`src/rtl/ldpc_pkg.sv`:
```
package ldpc_pkg;

   // Phase window edges and timer loads
   localparam logic [10:0] A_OFF_AT   = 11'd970;
   localparam logic [10:0] B_ON_AT    = 11'd1000;
   localparam logic [10:0] B_OFF_AT   = 11'd1970;
   localparam logic [6:0]  SHORT_BEEP = 7'd30;
   localparam logic [6:0]  LONG_BEEP  = 7'd100;
   localparam logic [5:0]  LED_BLINK  = 6'd50;
   localparam logic [1:0]  TOP_LEVEL  = 2'd3;

   // Key event codes
   localparam logic [1:0] KEY_NONE  = 2'd0;
   localparam logic [1:0] KEY_SHORT = 2'd1;
   localparam logic [1:0] KEY_LONG  = 2'd2;

   // Register indexes
   localparam int unsigned CsrIndexWidth = 3;
   localparam logic [CsrIndexWidth-1:0] CSR_DUTY_ONE   = 3'd0;
   localparam logic [CsrIndexWidth-1:0] CSR_DUTY_TWO   = 3'd1;
   localparam logic [CsrIndexWidth-1:0] CSR_DUTY_THREE = 3'd2;
   localparam logic [CsrIndexWidth-1:0] CSR_REMEMBER   = 3'd3;
   localparam logic [CsrIndexWidth-1:0] CSR_AUTO_OFF   = 3'd4;
   localparam logic [CsrIndexWidth-1:0] CSR_IDLE_SLEEP = 3'd5;
   localparam logic [CsrIndexWidth-1:0] CSR_LOW_BATT   = 3'd6;

   typedef struct packed {
      logic [1:0] key_event;
      logic       key_busy;
      logic       charging;
      logic       charge_done;
      logic       low_battery;
   } req_type;

   typedef struct packed {
      logic [1:0] level;
      logic [7:0] duty;
      logic       drive_a_on;
      logic       drive_b_on;
      logic       beep_on;
      logic       status_led;
      logic       charge_led_a;
      logic       charge_led_b;
      logic       sleep_request;
   } rsp_type;

   typedef struct packed {
      logic [7:0]  duty_level_one;
      logic [7:0]  duty_level_two;
      logic [7:0]  duty_level_three;
      logic [15:0] remember_ticks;
      logic [15:0] auto_off_ticks;
      logic [15:0] idle_sleep_ticks;
      logic [9:0]  low_battery_ticks;
   } cfg_type;

endpackage

```
`src/rtl/ldpc_csr.sv`:
```
module ldpc_csr (
   input  logic                                clock,
   input  logic                                reset,
   input  logic                                csr_valid,
   output logic                                csr_ready,
   input  logic [ldpc_pkg::CsrIndexWidth-1:0]  csr_index,
   input  logic [15:0]                         csr_data,
   output ldpc_pkg::cfg_type                   cfg
);

   ldpc_pkg::cfg_type cfg_ff, cfg_in;

   assign csr_ready = 1'b1;
   assign cfg       = cfg_ff;

   always_comb begin
      cfg_in = cfg_ff;
      if (csr_valid) begin
         unique case (csr_index)
            ldpc_pkg::CSR_DUTY_ONE:   cfg_in.duty_level_one    = csr_data[7:0];
            ldpc_pkg::CSR_DUTY_TWO:   cfg_in.duty_level_two    = csr_data[7:0];
            ldpc_pkg::CSR_DUTY_THREE: cfg_in.duty_level_three  = csr_data[7:0];
            ldpc_pkg::CSR_REMEMBER:   cfg_in.remember_ticks    = csr_data;
            ldpc_pkg::CSR_AUTO_OFF:   cfg_in.auto_off_ticks    = csr_data;
            ldpc_pkg::CSR_IDLE_SLEEP: cfg_in.idle_sleep_ticks  = csr_data;
            ldpc_pkg::CSR_LOW_BATT:   cfg_in.low_battery_ticks = csr_data[9:0];
            default: ;
         endcase
      end
   end

   always_ff @(posedge clock) begin
      if (reset) begin
         cfg_ff.duty_level_one    <= 8'd23;
         cfg_ff.duty_level_two    <= 8'd37;
         cfg_ff.duty_level_three  <= 8'd50;
         cfg_ff.remember_ticks    <= 16'd2000;
         cfg_ff.auto_off_ticks    <= 16'd12000;
         cfg_ff.idle_sleep_ticks  <= 16'd500;
         cfg_ff.low_battery_ticks <= 10'd500;
      end else begin
         cfg_ff <= cfg_in;
      end
   end

endmodule

```
`src/rtl/ldpc_core.sv`:
```
module ldpc_core #(
   parameter int unsigned PHASE_PERIOD = 2000
) (
   input  logic              clock,
   input  logic              reset,
   input  logic              advance,
   input  ldpc_pkg::req_type req,
   input  ldpc_pkg::cfg_type cfg,
   output ldpc_pkg::rsp_type rsp
);

   localparam logic [10:0] PERIOD = 11'(PHASE_PERIOD);

   logic [1:0]  level_ff, level_in;
   logic        enabled_ff, enabled_in;
   logic [1:0]  remembered_ff, remembered_in;
   logic [15:0] hold_ff, hold_in;
   logic [10:0] phase_ff, phase_in;
   logic [6:0]  beep_ff, beep_in;
   logic        beep_active_ff, beep_active_in;
   logic [15:0] idle_ff, idle_in;
   logic [9:0]  low_batt_ff, low_batt_in;
   logic [5:0]  blink_ff, blink_in;
   logic        drive_a_ff, drive_a_in;
   logic        drive_b_ff, drive_b_in;
   logic        led_ff, led_in;
   logic        led_a, led_b, sleep;
   logic [11:0] phase_sum;
   logic [10:0] phase_step;

   always_comb begin
      level_in       = level_ff;
      enabled_in     = enabled_ff;
      remembered_in  = remembered_ff;
      hold_in        = hold_ff;
      phase_in       = phase_ff;
      beep_in        = beep_ff;
      beep_active_in = beep_active_ff;
      idle_in        = idle_ff;
      low_batt_in    = low_batt_ff;
      blink_in       = blink_ff;
      drive_a_in     = drive_a_ff;
      drive_b_in     = drive_b_ff;
      led_in         = led_ff;
      sleep          = 1'b0;
      led_a          = 1'b1;
      led_b          = 1'b1;
      phase_sum      = {1'b0, phase_ff} + 12'd1;
      phase_step     = phase_sum[10:0];

      // key handling, charger forces the drive off
      priority if (req.charging) begin
         level_in   = 2'd0;
         drive_a_in = 1'b0;
         drive_b_in = 1'b0;
      end else if (req.key_event == ldpc_pkg::KEY_SHORT && enabled_ff) begin
         beep_in       = ldpc_pkg::SHORT_BEEP;
         hold_in       = 16'd0;
         remembered_in = 2'd0;
         level_in      = (level_ff == ldpc_pkg::TOP_LEVEL) ? 2'd1 : level_ff + 2'd1;
      end else if (req.key_event == ldpc_pkg::KEY_LONG) begin
         hold_in = 16'd0;
         beep_in = ldpc_pkg::LONG_BEEP;
         if (level_ff != 2'd0) begin
            level_in   = 2'd0;
            enabled_in = 1'b0;
         end else begin
            enabled_in = 1'b1;
            level_in   = (remembered_ff != 2'd0) ? remembered_ff : 2'd1;
         end
      end else begin
      end

      // drive control
      if (level_in == 2'd0) begin
         drive_a_in = 1'b0;
         drive_b_in = 1'b0;
         hold_in    = 16'd0;
      end else begin
         phase_in = (phase_step >= PERIOD) ? 11'd0 : phase_step;
         priority if (phase_in < ldpc_pkg::A_OFF_AT) drive_a_in = 1'b1;
         else if (phase_in < ldpc_pkg::B_ON_AT)     drive_a_in = 1'b0;
         else if (phase_in < ldpc_pkg::B_OFF_AT)    drive_b_in = 1'b1;
         else                                       drive_b_in = 1'b0;
         if (hold_in != 16'hFFFF) hold_in = hold_in + 16'd1;
         if (hold_in > cfg.remember_ticks) remembered_in = level_in;
         if (hold_in > cfg.auto_off_ticks) begin
            level_in   = 2'd0;
            drive_a_in = 1'b0;
            drive_b_in = 1'b0;
         end
      end

      // status LED, blink uses the count before this tick's increment
      if (req.low_battery) begin
         if (blink_ff == 6'd0) led_in = ~led_ff;
      end else begin
         led_in = (level_in == 2'd0);
      end

      // charge LEDs and idle sleep
      if (req.charging) begin
         led_a = ~req.charge_done;
         led_b = req.charge_done;
      end else if (level_in == 2'd0) begin
         idle_in = idle_ff + 16'd1;
         if (idle_in == cfg.idle_sleep_ticks && !req.key_busy) begin
            idle_in = 16'd0;
            sleep   = 1'b1;
         end
      end else begin
         idle_in = 16'd0;
      end

      // beeper
      if (beep_in != 7'd0) begin
         beep_in        = beep_in - 7'd1;
         beep_active_in = 1'b1;
      end else begin
         beep_active_in = 1'b0;
      end

      // low battery; the count stays below its limit, so blink tracks it mod 50
      if (req.low_battery) begin
         low_batt_in = low_batt_ff + 10'd1;
         blink_in    = (blink_ff == ldpc_pkg::LED_BLINK - 6'd1) ? 6'd0 : blink_ff + 6'd1;
         if (low_batt_in >= cfg.low_battery_ticks) begin
            low_batt_in = 10'd0;
            blink_in    = 6'd0;
            level_in    = 2'd0;
            drive_a_in  = 1'b0;
            drive_b_in  = 1'b0;
            idle_in     = 16'd0;
            sleep       = 1'b1;
         end
      end else begin
         low_batt_in = 10'd0;
         blink_in    = 6'd0;
      end

      rsp.level = level_in;
      unique case (level_in)
         2'd1:    rsp.duty = cfg.duty_level_one;
         2'd2:    rsp.duty = cfg.duty_level_two;
         2'd3:    rsp.duty = cfg.duty_level_three;
         default: rsp.duty = 8'd0;
      endcase
      rsp.drive_a_on    = drive_a_in;
      rsp.drive_b_on    = drive_b_in;
      rsp.beep_on       = beep_active_in;
      rsp.status_led    = led_in;
      rsp.charge_led_a  = led_a;
      rsp.charge_led_b  = led_b;
      rsp.sleep_request = sleep;
   end

   always_ff @(posedge clock) begin
      if (reset) begin
         level_ff       <= 2'd0;
         enabled_ff     <= 1'b0;
         remembered_ff  <= 2'd0;
         hold_ff        <= 16'd0;
         phase_ff       <= 11'd0;
         beep_ff        <= 7'd0;
         beep_active_ff <= 1'b0;
         idle_ff        <= 16'd0;
         low_batt_ff    <= 10'd0;
         blink_ff       <= 6'd0;
         drive_a_ff     <= 1'b0;
         drive_b_ff     <= 1'b0;
         led_ff         <= 1'b0;
      end else if (advance) begin
         level_ff       <= level_in;
         enabled_ff     <= enabled_in;
         remembered_ff  <= remembered_in;
         hold_ff        <= hold_in;
         phase_ff       <= phase_in;
         beep_ff        <= beep_in;
         beep_active_ff <= beep_active_in;
         idle_ff        <= idle_in;
         low_batt_ff    <= low_batt_in;
         blink_ff       <= blink_in;
         drive_a_ff     <= drive_a_in;
         drive_b_ff     <= drive_b_in;
         led_ff         <= led_in;
      end
   end

endmodule

```
`src/rtl/level_drive_power_controller.sv`:
```
// Level drive power controller. Each req_ transaction is one 10 ms tick with
// the key event and charger/battery flags; each tick yields exactly one rsp_
// transaction carrying the drive level, its duty value, the two alternating
// drive enables, beeper, status LED, charge LEDs and a sleep request pulse.
// A tick is captured in an input register and resolved in a single pass of
// logic into the result register: one tick per clock sustained while
// rsp_ready is high; rsp_valid rises as the tick enters the result register.
// An untaken full result holds the input register; req_ready drops while it
// is held. Registers are written over the csr_ port (index 0..6: three duty
// values, remember, auto-off, idle-sleep and low-battery tick limits), which
// is always ready; write them only while no tick is in flight.
module level_drive_power_controller #(
   parameter int unsigned PHASE_PERIOD = 2000
) (
   input  logic                                clock,
   input  logic                                reset,
   input  logic                                req_valid,
   output logic                                req_ready,
   input  ldpc_pkg::req_type                   req_payload,
   output logic                                rsp_valid,
   input  logic                                rsp_ready,
   output ldpc_pkg::rsp_type                   rsp_payload,
   input  logic                                csr_valid,
   output logic                                csr_ready,
   input  logic [ldpc_pkg::CsrIndexWidth-1:0]  csr_index,
   input  logic [15:0]                         csr_data
);

   ldpc_pkg::cfg_type cfg;
   ldpc_pkg::req_type req_ff;
   ldpc_pkg::rsp_type rsp_ff, rsp_in;
   logic              in_valid_ff;
   logic              out_valid_ff;
   logic              advance;

   // move the held tick into the result register when that slot is free or its result is being taken
   assign advance   = in_valid_ff && (!out_valid_ff || rsp_ready);
   assign req_ready = !in_valid_ff || advance;

   assign rsp_valid   = out_valid_ff;
   assign rsp_payload = rsp_ff;

   ldpc_csr u_csr (
      .clock     (clock),
      .reset     (reset),
      .csr_valid (csr_valid),
      .csr_ready (csr_ready),
      .csr_index (csr_index),
      .csr_data  (csr_data),
      .cfg       (cfg)
   );

   ldpc_core #(
      .PHASE_PERIOD (PHASE_PERIOD)
   ) u_core (
      .clock   (clock),
      .reset   (reset),
      .advance (advance),
      .req     (req_ff),
      .cfg     (cfg),
      .rsp     (rsp_in)
   );

   // control: input and result occupancy
   always_ff @(posedge clock) begin
      if (reset) begin
         in_valid_ff  <= 1'b0;
         out_valid_ff <= 1'b0;
      end else begin
         if (req_ready) in_valid_ff <= req_valid;
         if (advance) out_valid_ff <= 1'b1;
         else if (rsp_ready) out_valid_ff <= 1'b0;
      end
   end

   // payload: capture the tick, hold the result until taken
   always_ff @(posedge clock) begin
      if (req_valid && req_ready) req_ff <= req_payload;
      if (advance) rsp_ff <= rsp_in;
   end

endmodule
```
`config.mk`:
```
export PLATFORM = sky130hd
export DESIGN_NAME = level_drive_power_controller
export DESIGN_NICKNAME = d
export VERILOG_FILES = /design/src/rtl/ldpc_pkg.sv /design/src/rtl/ldpc_csr.sv /design/src/rtl/ldpc_core.sv /design/src/rtl/level_drive_power_controller.sv
export SDC_FILE = /design/constraint.sdc
export NUM_CORES = 1
export LEC_CHECK = 0
export BUFFER_PORTS_ARGS = -buffer_cell sky130_fd_sc_hd__buf_2
export CORE_MARGIN = 2
export CORE_UTILIZATION = 50
export DETAILED_ROUTE_END_ITERATION = 12
export PLACE_DENSITY = 0.79
export SLEW_MARGIN = 25
export SYNTH_ARGS = -nofsm -noshare
export SYNTH_HDL_FRONTEND = slang
export SYNTH_SLANG_ARGS = --single-unit
```
`constraint.sdc`:
```
create_clock -name clock -period 4.57 [get_ports clock]
set_input_delay 0.457 -clock clock [delete_from_list [all_inputs] [get_ports clock]]
set_output_delay 0.457 -clock clock [all_outputs]
set_load 0.01 [all_outputs]
```
==> flow_summary.toml, run 1 <==
[status]
status = "completed"

[global_route]
grt_overflow_total = 0
grt_usage = 0.232
grt_max_degree = 87
antenna_found_initial = 0
grt_pass1_wl_mm = 40.1
grt_pass1_vias = 8271

[sta]
fmax_mhz = 228
setup_viol = 0
period_minus_slack_ns = 4.40
tightest_slew_ns = 0.927
slew_violations = 0
rsz0062_at_grt = "yes"
relSlewSlack = 0.380
finClkSkew_ns = 0.00849
period_share = 0.962
hold_violations = 0
tns_ns = 0

[floorplanning]
rows = 51
initial_core_util = 0.510
dieHeight_um = 145
top_level_ports = 50
die_area_mm2 = 0.0211
die_w_um = 145
core_mm2 = 0.0195

[setup_path]
worst_setup_path_start_kind = "register"
setup.worst_path.class = "reg -> reg"
crit_fanout = 8
cp.arrival_ns = 4.74
path_cells = "nand3b_1 > a21o_1 > and2_1 > ha_2 > nand3_4 > nor4_4 > or4_4 > nor3_4 > xnor2_1 > nor2_1 > ha_1 > a211oi_2 > o31ai_1 > o31a_1 > or2_4 > nand4_1 > buf_4 > o21ai_0 > a21o_1"
cp_common_cell = "a21o_1"
worst_path_largest_cell_delay_ns = 0.52
critPathSlowestCell = "or4_4"
end_kind = "register"
worstPathRequired_ns = 4.91

[final_layout]
n_antenna_cell = 0
nets = 1326
multi_input_area_mm2 = 0.00575
drive_above_1_share = 0.107
fin_util = 0.572
synthToLayoutAreaGrowth_pct = 12.2
regArea_mm2 = 0.00385
nFillCells = 1734

[place]
post-dp-hpwl_mm = 17.3
gp_congestion = 0.979
portBuffers = 48

[power]
intPower_w = 0.00259
ir_worst_vdd_uv = 237
pwr-share-seq = 0.481
p_sw_frac = 0.260
p_sw_w = 0.000907
pwr-share-comb = 0.087
powerDensity_mw_per_mm2 = 313
p_leak_nw = 4.43
pwr-share-clk = 0.431

[yosys]
synth_area_leaders = "dfxtp_1, nand2_1, edfxtp_1"
ys_ff_latch = 181
synth_top_cell_by_area = "dfxtp_1"
yosysSeqAreaShare = 0.387
synth_most_common_cell = "nand2_1"
syn_nets = 1298
synthDistinctLibCells = 68
netlist_instances = 1216
async_flop_share = 0
ys_top_cells_by_count = "nand2_1, dfxtp_1, a21oi_1"
yosys_warnings = 0
synthFlopType = "dfxtp_1"
synth_edf_count = 23
syn_area_per_cell_um2 = 8.19
synth_top_area_share = 0.318
syn-cell-area_mm2 = 0.00995

[drt]
drt-initial-drc-count = 672
drc_errors = 0
avgViaCountPerCell = 5.81
drt-pass1-iter-count = 5
postRouteAntennaNets = 0
finalWirelength_mm = 24.7
wl_per_cell_um = 16.2
vias = 8839

[clock_tree]
cts.sink_count = 181
clkSlewWorstSetupHoldPaths_ns = 0.07
tritoncts = "built"
clk-insertion-delay-late_ns = 0.44
cts_buffers = 17
cts-root-to-sink-buffers = 2
root_buffer = "clkbuf_16"
cts_max_level = 4

[job]
cap_violations = 0

[worst_hold_path]
hold_path.class = "in -> reg"
## sequential cells by signal, indices dropped and copies added, names as in the netlist, 2 cells and up
| register | flops |
|---|---|
| u_core.remembered_ff | 2 |
| u_core.level_ff | 2 |
| u_core.phase_ff | 11 |
| u_core.blink_ff | 6 |
| req_ff | 6 |
| u_core.idle_ff | 16 |
| u_core.hold_ff | 16 |
| u_csr.cfg | 82 |
| rsp_payload | 17 |
| u_core.beep_ff | 7 |
| u_core.low_batt_ff | 10 |
## power by group through the flow
stage	Combinational, W	Sequential [W]	Clock, W
2_1_floorplan	0.000200	0.00171	0
3_3_place_gp	0.000288	0.00172	0
3_5_place_dp	0.000297	0.00172	0
4_1_cts	0.000300	0.00168	0.00153
5_1_grt	0.000337	0.00169	0.00159
6_report	0.000305	0.00168	0.00151
## worst max-delay path, delay by kind of cell (launching register included)
kind / cells / cell delay [ns]
XOR/XNOR: 1 / 0.14
adder cells (fa/ha/maj): 2 / 0.56
buffers and inverters: 1 / 0.18
AO/OA/AOI/OAI: 6 / 1.09
AND/OR/NAND/NOR: 9 / 1.87
flip-flops: 1 / 0.46
## per-stage QoR
step | cells | setup slack, ns | hold slack [ns] | area [um2] | total power (W)
after floorplan | 1216 | 0.00532 | 0.431 | 10000 | 0.00191
after global placement | 1486 | 0.0825 | 0.439 | 10500 | 0.00200
after detailed placement | 1486 | -0.00569 | 0.446 | 10500 | 0.00201
after CTS | 1520 | 0.102 | 0.171 | 11100 | 0.00351
after global routing | 1522 | -0.0386 | 0.178 | 11200 | 0.00361
final | 1522 | 0.174 | 0.189 | 11200 | 0.00349
## cells by family after synthesis
family | after synthesis | synth area share
AO/OA/AOI/OAI | 270 | 0.174
other | 1 | 0.000377
AND/OR/NAND/NOR | 519 | 0.255
XOR/XNOR | 55 | 0.0505
multiplexers | 21 | 0.0214
adder cells (fa/ha/maj) | 52 | 0.0654
flip-flops | 181 | 0.387
buffers and inverters | 117 | 0.0459
## cell usage in the layout, fill, tap and decap left out, types with 4 or more instances in the layout
master / Yosys / routed
mux2i_1: 19 / 19
nand4_1: 20 / 20
o211ai_1: 7 / 7
a211o_1: 16 / 16
a22oi_1: 8 / 8
edfxtp_1: 23 / 23
or3_1: 12 / 12
nor2_1: 85 / 83
dfxtp_1: 158 / 158
and3_1: 14 / 14
nor3b_1: 7 / 7
o21a_1: 7 / 7
a22o_1: 6 / 6
xor2_1: 23 / 23
o2111ai_1: 4 / 4
nand2_1: 209 / 209
xnor2_1: 30 / 30
nand3_1: 30 / 28
and2_1: 9 / 9
clkbuf_16: 0 / 18
nand2b_1: 24 / 24
or2_2: 5 / 4
ha_1: 52 / 51
and4_1: 6 / 6
o21bai_1: 4 / 4
buf_2: 5 / 47
inv_1: 55 / 55
buf_4: 1 / 24
nor2b_1: 16 / 16
o31ai_1: 6 / 6
a2bb2oi_1: 8 / 8
nor4_1: 9 / 7
a31oi_1: 10 / 10
o21ai_0: 45 / 45
a21o_1: 15 / 15
a311oi_1: 8 / 8
nand3b_1: 31 / 31
a21oi_1: 99 / 99
nor3_1: 27 / 23
## cell type report
cell class	count	area share
clock buffers	20	0.0419
repair buffers	71	0.0372
flip-flops and latches	181	0.345
well taps	265	0.0297
inverters	55	0.0185
multi-input cells	918	0.515
clock inverters	12	0.0122
## per-layer routing
layer,share of wire,GRT usage
met4,0.034,0.106
met1,0.45,0.295
met5,0,0
met3,0.061,0.0491
met2,0.46,0.379
## path summary, 6_finish.rpt
| kind | start | end | slack (ns) | cells after the start |
|---|---|---|---|---|
| worst max register to register | req_ff[5] | u_core.idle_ff[10] | 0.17 | 19 |
| worst min-delay path | req_payload[3] | req_ff[3] | 0.19 | 1 |
| worst max-delay path | req_ff[5] | u_core.idle_ff[10] | 0.17 | 19 |
| worst min register to register | u_csr.cfg[61] | u_csr.cfg[61] | 0.45 | 2 |
## repair_timing
action,4_1_cts,5_1_grt
endpoints found under the hold margin,0,0
endpoints found under the setup margin,3,28
setup buffers,2,2
pin swaps,0,2
hold buffers,0,0
resized for setup,0,11
Note: power is estimated with default switching activity, not from simulation.
==> inputs of run 2 (changes only) <==
--- a/config.mk
+++ b/config.mk
@@ -5,6 +5,7 @@
 export SDC_FILE = /design/constraint.sdc
 export NUM_CORES = 1
 export LEC_CHECK = 0
+export ABC_AREA = 1
 export BUFFER_PORTS_ARGS = -buffer_cell sky130_fd_sc_hd__buf_2
 export CORE_MARGIN = 2
 export CORE_UTILIZATION = 50
==> run 2 against run 1 <==
  * Count of clock-buffer cells in the layout fell by 2
  * Cell area rose by 2.3%
  * Area after synthesis rose by 4.0%
  * Via count rose by 8.0%
  * Clock power barely moved
  * Maximum frequency rose by 5.2%
  * Sequential power barely moved
  * Combinational power rose by 18%
  * Register-to-register slack improved by 0.22 ns
  * Die area rose by 3.9%
  * Non-clock buffer count fell by 12
  * Hold slack got worse by 0.0017 ns
==> flow_summary.toml, run 2 <==
[final_layout]
regArea_mm2 = 0.00385
multi_input_area_mm2 = 0.00567
synthToLayoutAreaGrowth_pct = 10.3
final_cell_mix = "nand2_1, dfxtp_1, inv_1"
nFillCells = 1944
final_common_cell = "nand2_1"
n_antenna_cell = 0
fin_util = 0.563
drive_above_1_share = 0.120
nets = 1575
largest_reg_flops = 82

[clock_tree]
cts-root-to-sink-buffers = 2
clk-insertion-delay-late_ns = 0.44
tritoncts = "built"
cts_max_level = 4
cts_buffers = 17
cts.sink_count = 181
root_buffer = "clkbuf_16"
clkSlewWorstSetupHoldPaths_ns = 0.08

[setup_path]
worstPathRequired_ns = 4.94
rrSetupSlack_ns = 0.39
worst_setup_path_start_kind = "register"
reg2regPathDepth = 28
r2r_end = "u_core.idle_ff[14]"
worstReg2RegStart = "req_ff[4]"
cp.arrival_ns = 4.55
critPathSlowestCell = "edfxtp_1"
cp_common_cell = "nand2_1"
end_kind = "register"
crit_fanout = 17
setup.worst_path.class = "reg -> reg"
worst_path_largest_cell_delay_ns = 0.44

[floorplanning]
die_area_mm2 = 0.0219
dieHeight_um = 148
die_w_um = 148
top_level_ports = 50
rows = 52
initial_core_util = 0.510
core_mm2 = 0.0203

[yosys]
synth_area_leaders = "dfxtp_1, nand2_1, edfxtp_1"
synthFlopType = "dfxtp_1"
syn-cell-area_mm2 = 0.0103
yosysSeqAreaShare = 0.372
synth_top_cell_by_area = "dfxtp_1"
synth_edf_count = 23
syn_area_per_cell_um2 = 7.08
yosys_warnings = 0
ys_ff_latch = 181
synth_top_area_share = 0.306
synth_most_common_cell = "nand2_1"
syn_nets = 1544
async_flop_share = 0
netlist_instances = 1462
ys_top_cells_by_count = "nand2_1, dfxtp_1, inv_1"
synthDistinctLibCells = 53

[sta]
period_share = 0.914
rsz0062_at_grt = "no"
period_minus_slack_ns = 4.18
tns_ns = 0
slew_violations = 0
fmax_mhz = 239
hold_violations = 0
finClkSkew_ns = 0.0215
setup_viol = 0
relSlewSlack = 0.418
tightest_slew_ns = 0.873

[drt]
finalWirelength_mm = 26.9
avgViaCountPerCell = 5.38
postRouteAntennaNets = 0
drc_errors = 0
wl_per_cell_um = 15.2
drt-initial-drc-count = 637
vias = 9548
drt-pass1-iter-count = 5

[worst_hold_path]
hold_path.class = "in -> reg"
min_from = "req_payload[1]"
hold-path-cell-count = 1
worst_hold_path.endpoint = "req_ff[1]"

[global_route]
grt_overflow_total = 0
antenna_found_initial = 0
grt_usage = 0.252
grt_max_degree = 63
grt_pass1_vias = 8986
grt_pass1_wl_mm = 44.2

[status]
status = "completed"

[power]
ir_worst_vdd_uv = 280
powerDensity_mw_per_mm2 = 312
p_leak_nw = 5.08

[job]
cap_violations = 0

[place]
gp_congestion = 0.919
post-dp-hpwl_mm = 19.2
portBuffers = 48
run 2: changes by cell type after synthesis, sizes merged, moves of 18 or more:
cell and change:
xnor2 -22, nand3b -22, inv +110, nand2 +207
o211ai +19, mux2i -19, nor2 +97, o21ai +28
nand2b -24, a21oi +20, nand3 +63, nor3 -18
run 2: area by class of cell:
type,count,share of cell area
inverter,167,0.0549
timing repair buffer,59,0.0283
clock inverter,14,0.0148
sequential,181,0.337
multi-input combinational,1067,0.496
clock buffer,18,0.0385
tap,270,0.0296
run 2: cells by family after synthesis:
kind of cell	Yosys count	share of synthesized area
buffers and inverters	214	0.0814
other	1	0.000362
AND/OR/NAND/NOR	741	0.326
adder cells (fa/ha/maj)	52	0.0629
XOR/XNOR	28	0.0244
flip-flops	181	0.372
AO/OA/AOI/OAI	245	0.132
run 2: per-stage QoR:
step | instances | hold slack [ns] | total power (W) | cell area [um2] | setup WS, ns
after global routing | 1776 | 0.170 | 0.00372 | 11400 | 0.0678
after detailed placement | 1744 | 0.444 | 0.00209 | 10800 | 0.261
final | 1776 | 0.188 | 0.00357 | 11400 | 0.391
after floorplan | 1462 | 0.429 | 0.00198 | 10300 | 0.679
after global placement | 1744 | 0.440 | 0.00209 | 10800 | 0.345
after CTS | 1776 | 0.181 | 0.00358 | 11400 | 0.180
run 2: timing repair:
item,4_1_cts,5_1_grt
setup buffers,0,0
resized for setup,0,4
hold buffers,0,0
setup endpoints to repair,0,24
run 2: worst max-delay path by stage:
stage / start / to / slack (ns)
2_1_floorplan: req_ff[5] / u_core.idle_ff[10] / 0.68
3_3_place_gp: req_ff[5] / rsp_payload[8] / 0.34
3_5_place_dp: req_ff[4] / rsp_payload[9] / 0.26
4_1_cts: req_ff[4] / u_core.idle_ff[14] / 0.18
5_1_grt: req_ff[4] / rsp_payload[11] / 0.07
6_report: req_ff[4] / u_core.idle_ff[14] / 0.39
run 2: critical path, delay by kind of cell, from the launching register on:
kind | cells | cell delay (ns)
xor+xnor | 1 | 0.18
flops | 1 | 0.44
compound gates | 1 | 0.11
fa+ha+maj | 2 | 0.52
buf+inv | 2 | 0.15
simple gates | 22 | 2.69
run 2: power breakdown:
group / internal, W / leakage [nW] / switching, W / total, W
combinational: 0.000112 / 3.28 / 0.000249 / 0.000360
sequential: 0.00167 / 1.50 / 0.0000333 / 0.00170
clock: 0.000762 / 0.296 / 0.000746 / 0.00151
total: 0.00254 / 5.08 / 0.00103 / 0.00357
run 2: layer usage:
metal  track usage  up-vias  routed length (um)
met3        0.0410       50                1240
li1              -     4829                   -
met1         0.325     4439               12200
met2         0.430      230               12800
met4        0.0862        0                 664
met5             0        -                   0
==> inputs of run 3 (changes only) <==
--- a/config.mk
+++ b/config.mk
@@ -8,10 +8,12 @@
 export ABC_AREA = 1
 export BUFFER_PORTS_ARGS = -buffer_cell sky130_fd_sc_hd__buf_2
 export CORE_MARGIN = 2
-export CORE_UTILIZATION = 50
+export CORE_UTILIZATION = 40
+export CTS_CLUSTER_DIAMETER = 50
 export DETAILED_ROUTE_END_ITERATION = 12
-export PLACE_DENSITY = 0.79
+export PLACE_DENSITY = 0.67
 export SLEW_MARGIN = 25
 export SYNTH_ARGS = -nofsm -noshare
 export SYNTH_HDL_FRONTEND = slang
+export SYNTH_HIERARCHICAL = 1
 export SYNTH_SLANG_ARGS = --single-unit
==> run 3 against run 2 <==
  * Critical path depth shrank 1
  * Via count grew 1.6%
  * Register-to-register slack is essentially flat
  * Synthesized cell count grew 6.5%
  * Cell area grew 2.5%
  * Clock skew shrank 0.0067 ns
==> flow_summary.toml, run 3 <==
[setup_path]
worst_setup_path_start_kind = "register"
setup.worst_path.class = "reg -> reg"
end_kind = "register"
worstPathRequired_ns = 4.88
crit_fanout = 8
cp.arrival_ns = 4.49

[floorplanning]
die_w_um = 167
rows = 59
die_area_mm2 = 0.0278
initial_core_util = 0.407
top_level_ports = 50
dieHeight_um = 167
core_mm2 = 0.0261

[yosys]
syn_area_per_cell_um2 = 6.81
ys_top_cells_by_count = "nand2_1, nor2_1, inv_1"
synth_edf_count = 23
synthFlopType = "dfxtp_1"
yosys_warnings = 6
yosysSeqAreaShare = 0.364
syn_nets = 1639
ys_ff_latch = 181
syn-cell-area_mm2 = 0.0106
synth_top_cell_by_area = "dfxtp_1"
synth_top_area_share = 0.299
netlist_instances = 1557
async_flop_share = 0
synth_most_common_cell = "nand2_1"
synth_area_leaders = "dfxtp_1, nand2_1, nor2_1"
synthDistinctLibCells = 54

[global_route]
grt_pass1_vias = 9127
antenna_found_initial = 0
grt_pass1_wl_mm = 45.5
grt_max_degree = 47
grt_overflow_total = 0
grt_usage = 0.199

[clock_tree]
cts_max_level = 4
cts.sink_count = 181
cts_buffers = 17
clk-insertion-delay-late_ns = 0.44
holdBufCountCts = 0
clkSlewWorstSetupHoldPaths_ns = 0.08
root_buffer = "clkbuf_16"
cts-root-to-sink-buffers = 2
tritoncts = "built"

[drt]
avgViaCountPerCell = 5.01
drt-initial-drc-count = 815
vias = 9697
drt-pass1-iter-count = 5
drc_errors = 0
wl_per_cell_um = 14.1
postRouteAntennaNets = 0
finalWirelength_mm = 27.4

[place]
gp_congestion = 0.910
portBuffers = 48
post-dp-hpwl_mm = 19.8

[final_layout]
largest_reg_flops = 82
final_cell_mix = "nand2_1, nor2_1, inv_1"
drive_above_1_share = 0.113
synthToLayoutAreaGrowth_pct = 10.5
final_common_cell = "nand2_1"
nFillCells = 2660
nets = 1668
n_antenna_cell = 0

[sta]
whs_ns = 0.209
slew_violations = 0
period_minus_slack_ns = 4.18
relSlewSlack = 0.444
period_share = 0.915
tns_ns = 0
fmax_mhz = 239
finClkSkew_ns = 0.0149
setup_viol = 0
hold_violations = 0
tightest_slew_ns = 0.834

[status]
status = "completed"

[power]
ir_worst_vdd_uv = 203
powerDensity_mw_per_mm2 = 303
p_leak_nw = 5.36

[job]
cap_violations = 0

[worst_hold_path]
hold_path.class = "in -> reg"
-- run 3: cell count changes in the layout (fill, tap and decap cells not counted), sizes merged, moves of 5 or more --
| cell | delta |
|---|---|
| buf | +5 |
| nand2 | +53 |
| nand3 | +61 |
| nor2 | +52 |
| o21ai | -40 |
| inv | +13 |
| o211ai | -23 |
| xor2 | +6 |
| a21oi | -27 |
-- run 3: area by class of cell --
type	instances	area, um2	area share
clock inverters	15	175	0.0150
clock buffers	17	425	0.0363
well taps	335	419	0.0358
repair buffers	64	360	0.0308
inverters	183	689	0.0589
flip-flops and latches	181	3850	0.329
multi-input cells	1139	5790	0.494
-- run 3: critical path: stages, from the launching register on --
cell and delay (ns):
edfxtp_1 0.39, nand2_1 0.09, nor2_2 0.05, nand2_2 0.16, nand2_4 0.08, nor2_1 0.20
ha_1 0.26, nand4_1 0.12, nor3_1 0.20, nand3_1 0.14, nor2_1 0.18, nand3_1 0.13
o21ai_2 0.22, ha_1 0.27, nand2_1 0.07, inv_1 0.04, nand3_1 0.10, inv_1 0.06
a21oi_1 0.19, nand2_1 0.08, nand2_1 0.15, nand2_1 0.07, nor2_1 0.24, inv_1 0.11
nor2_1 0.11, buf_4 0.20, nand2_1 0.07, nand3_1 0.08
-- run 3: path summary, 6_finish.rpt --
path / start / to / slack [ns] / cells after the start
setup reg to reg: req_ff[4] / rsp_payload[7] / 0.39 / 27
hold reg to reg: u_csr/cfg[52] / u_csr/cfg[52] / 0.46 / 2
hold / removal: req_payload[1] / req_ff[1] / 0.21 / 1
setup / recovery: req_ff[4] / rsp_payload[7] / 0.39 / 27
-- run 3: logic make-up after synthesis --
| logic type | count (synthesis) | synth area share |
|---|---|---|
| fa+ha+maj | 52 | 0.0614 |
| simple gates | 902 | 0.373 |
| xor+xnor | 32 | 0.0272 |
| compound gates | 151 | 0.0793 |
| flops | 181 | 0.364 |
| mux | 1 | 0.000945 |
| other cells | 1 | 0.000354 |
| buf+inv | 237 | 0.0940 |
-- run 3: layer usage --
metal,global-route usage,share of wire,vias to the layer above
li1,-,-,5016
met1,0.282,0.48,4355
met2,0.313,0.43,290
met3,0.0318,0.064,36
met4,0.0585,0.016,0
met5,0,0,-
-- run 3: where the power goes --
part           total [W]  leakage (nW)  switching [W]  internal [W]
Sequential       0.00170          1.50      0.0000348       0.00166
Clock            0.00150         0.288       0.000755      0.000743
Combinational   0.000354          3.57       0.000244      0.000110
-- run 3: repair_timing --
action                     in CTS  in global routing
setup buffers                   0                  2
setup endpoints to repair       0                 25
gates resized for setup         0                  6
-- run 3: metrics by stage --
step	instances	util	instance area (um2)	total power, W	setup slack, ns
2_1_floorplan	1557	-	10600	0.00197	0.845
3_3_place_gp	1900	0.425	11100	0.00208	0.374
3_5_place_dp	1900	0.425	11100	0.00208	0.177
4_1_cts	1932	0.448	11700	0.00358	0.141
5_1_grt	1934	0.449	11700	0.00371	-0.0132
6_report	1934	0.449	11700	0.00355	0.389
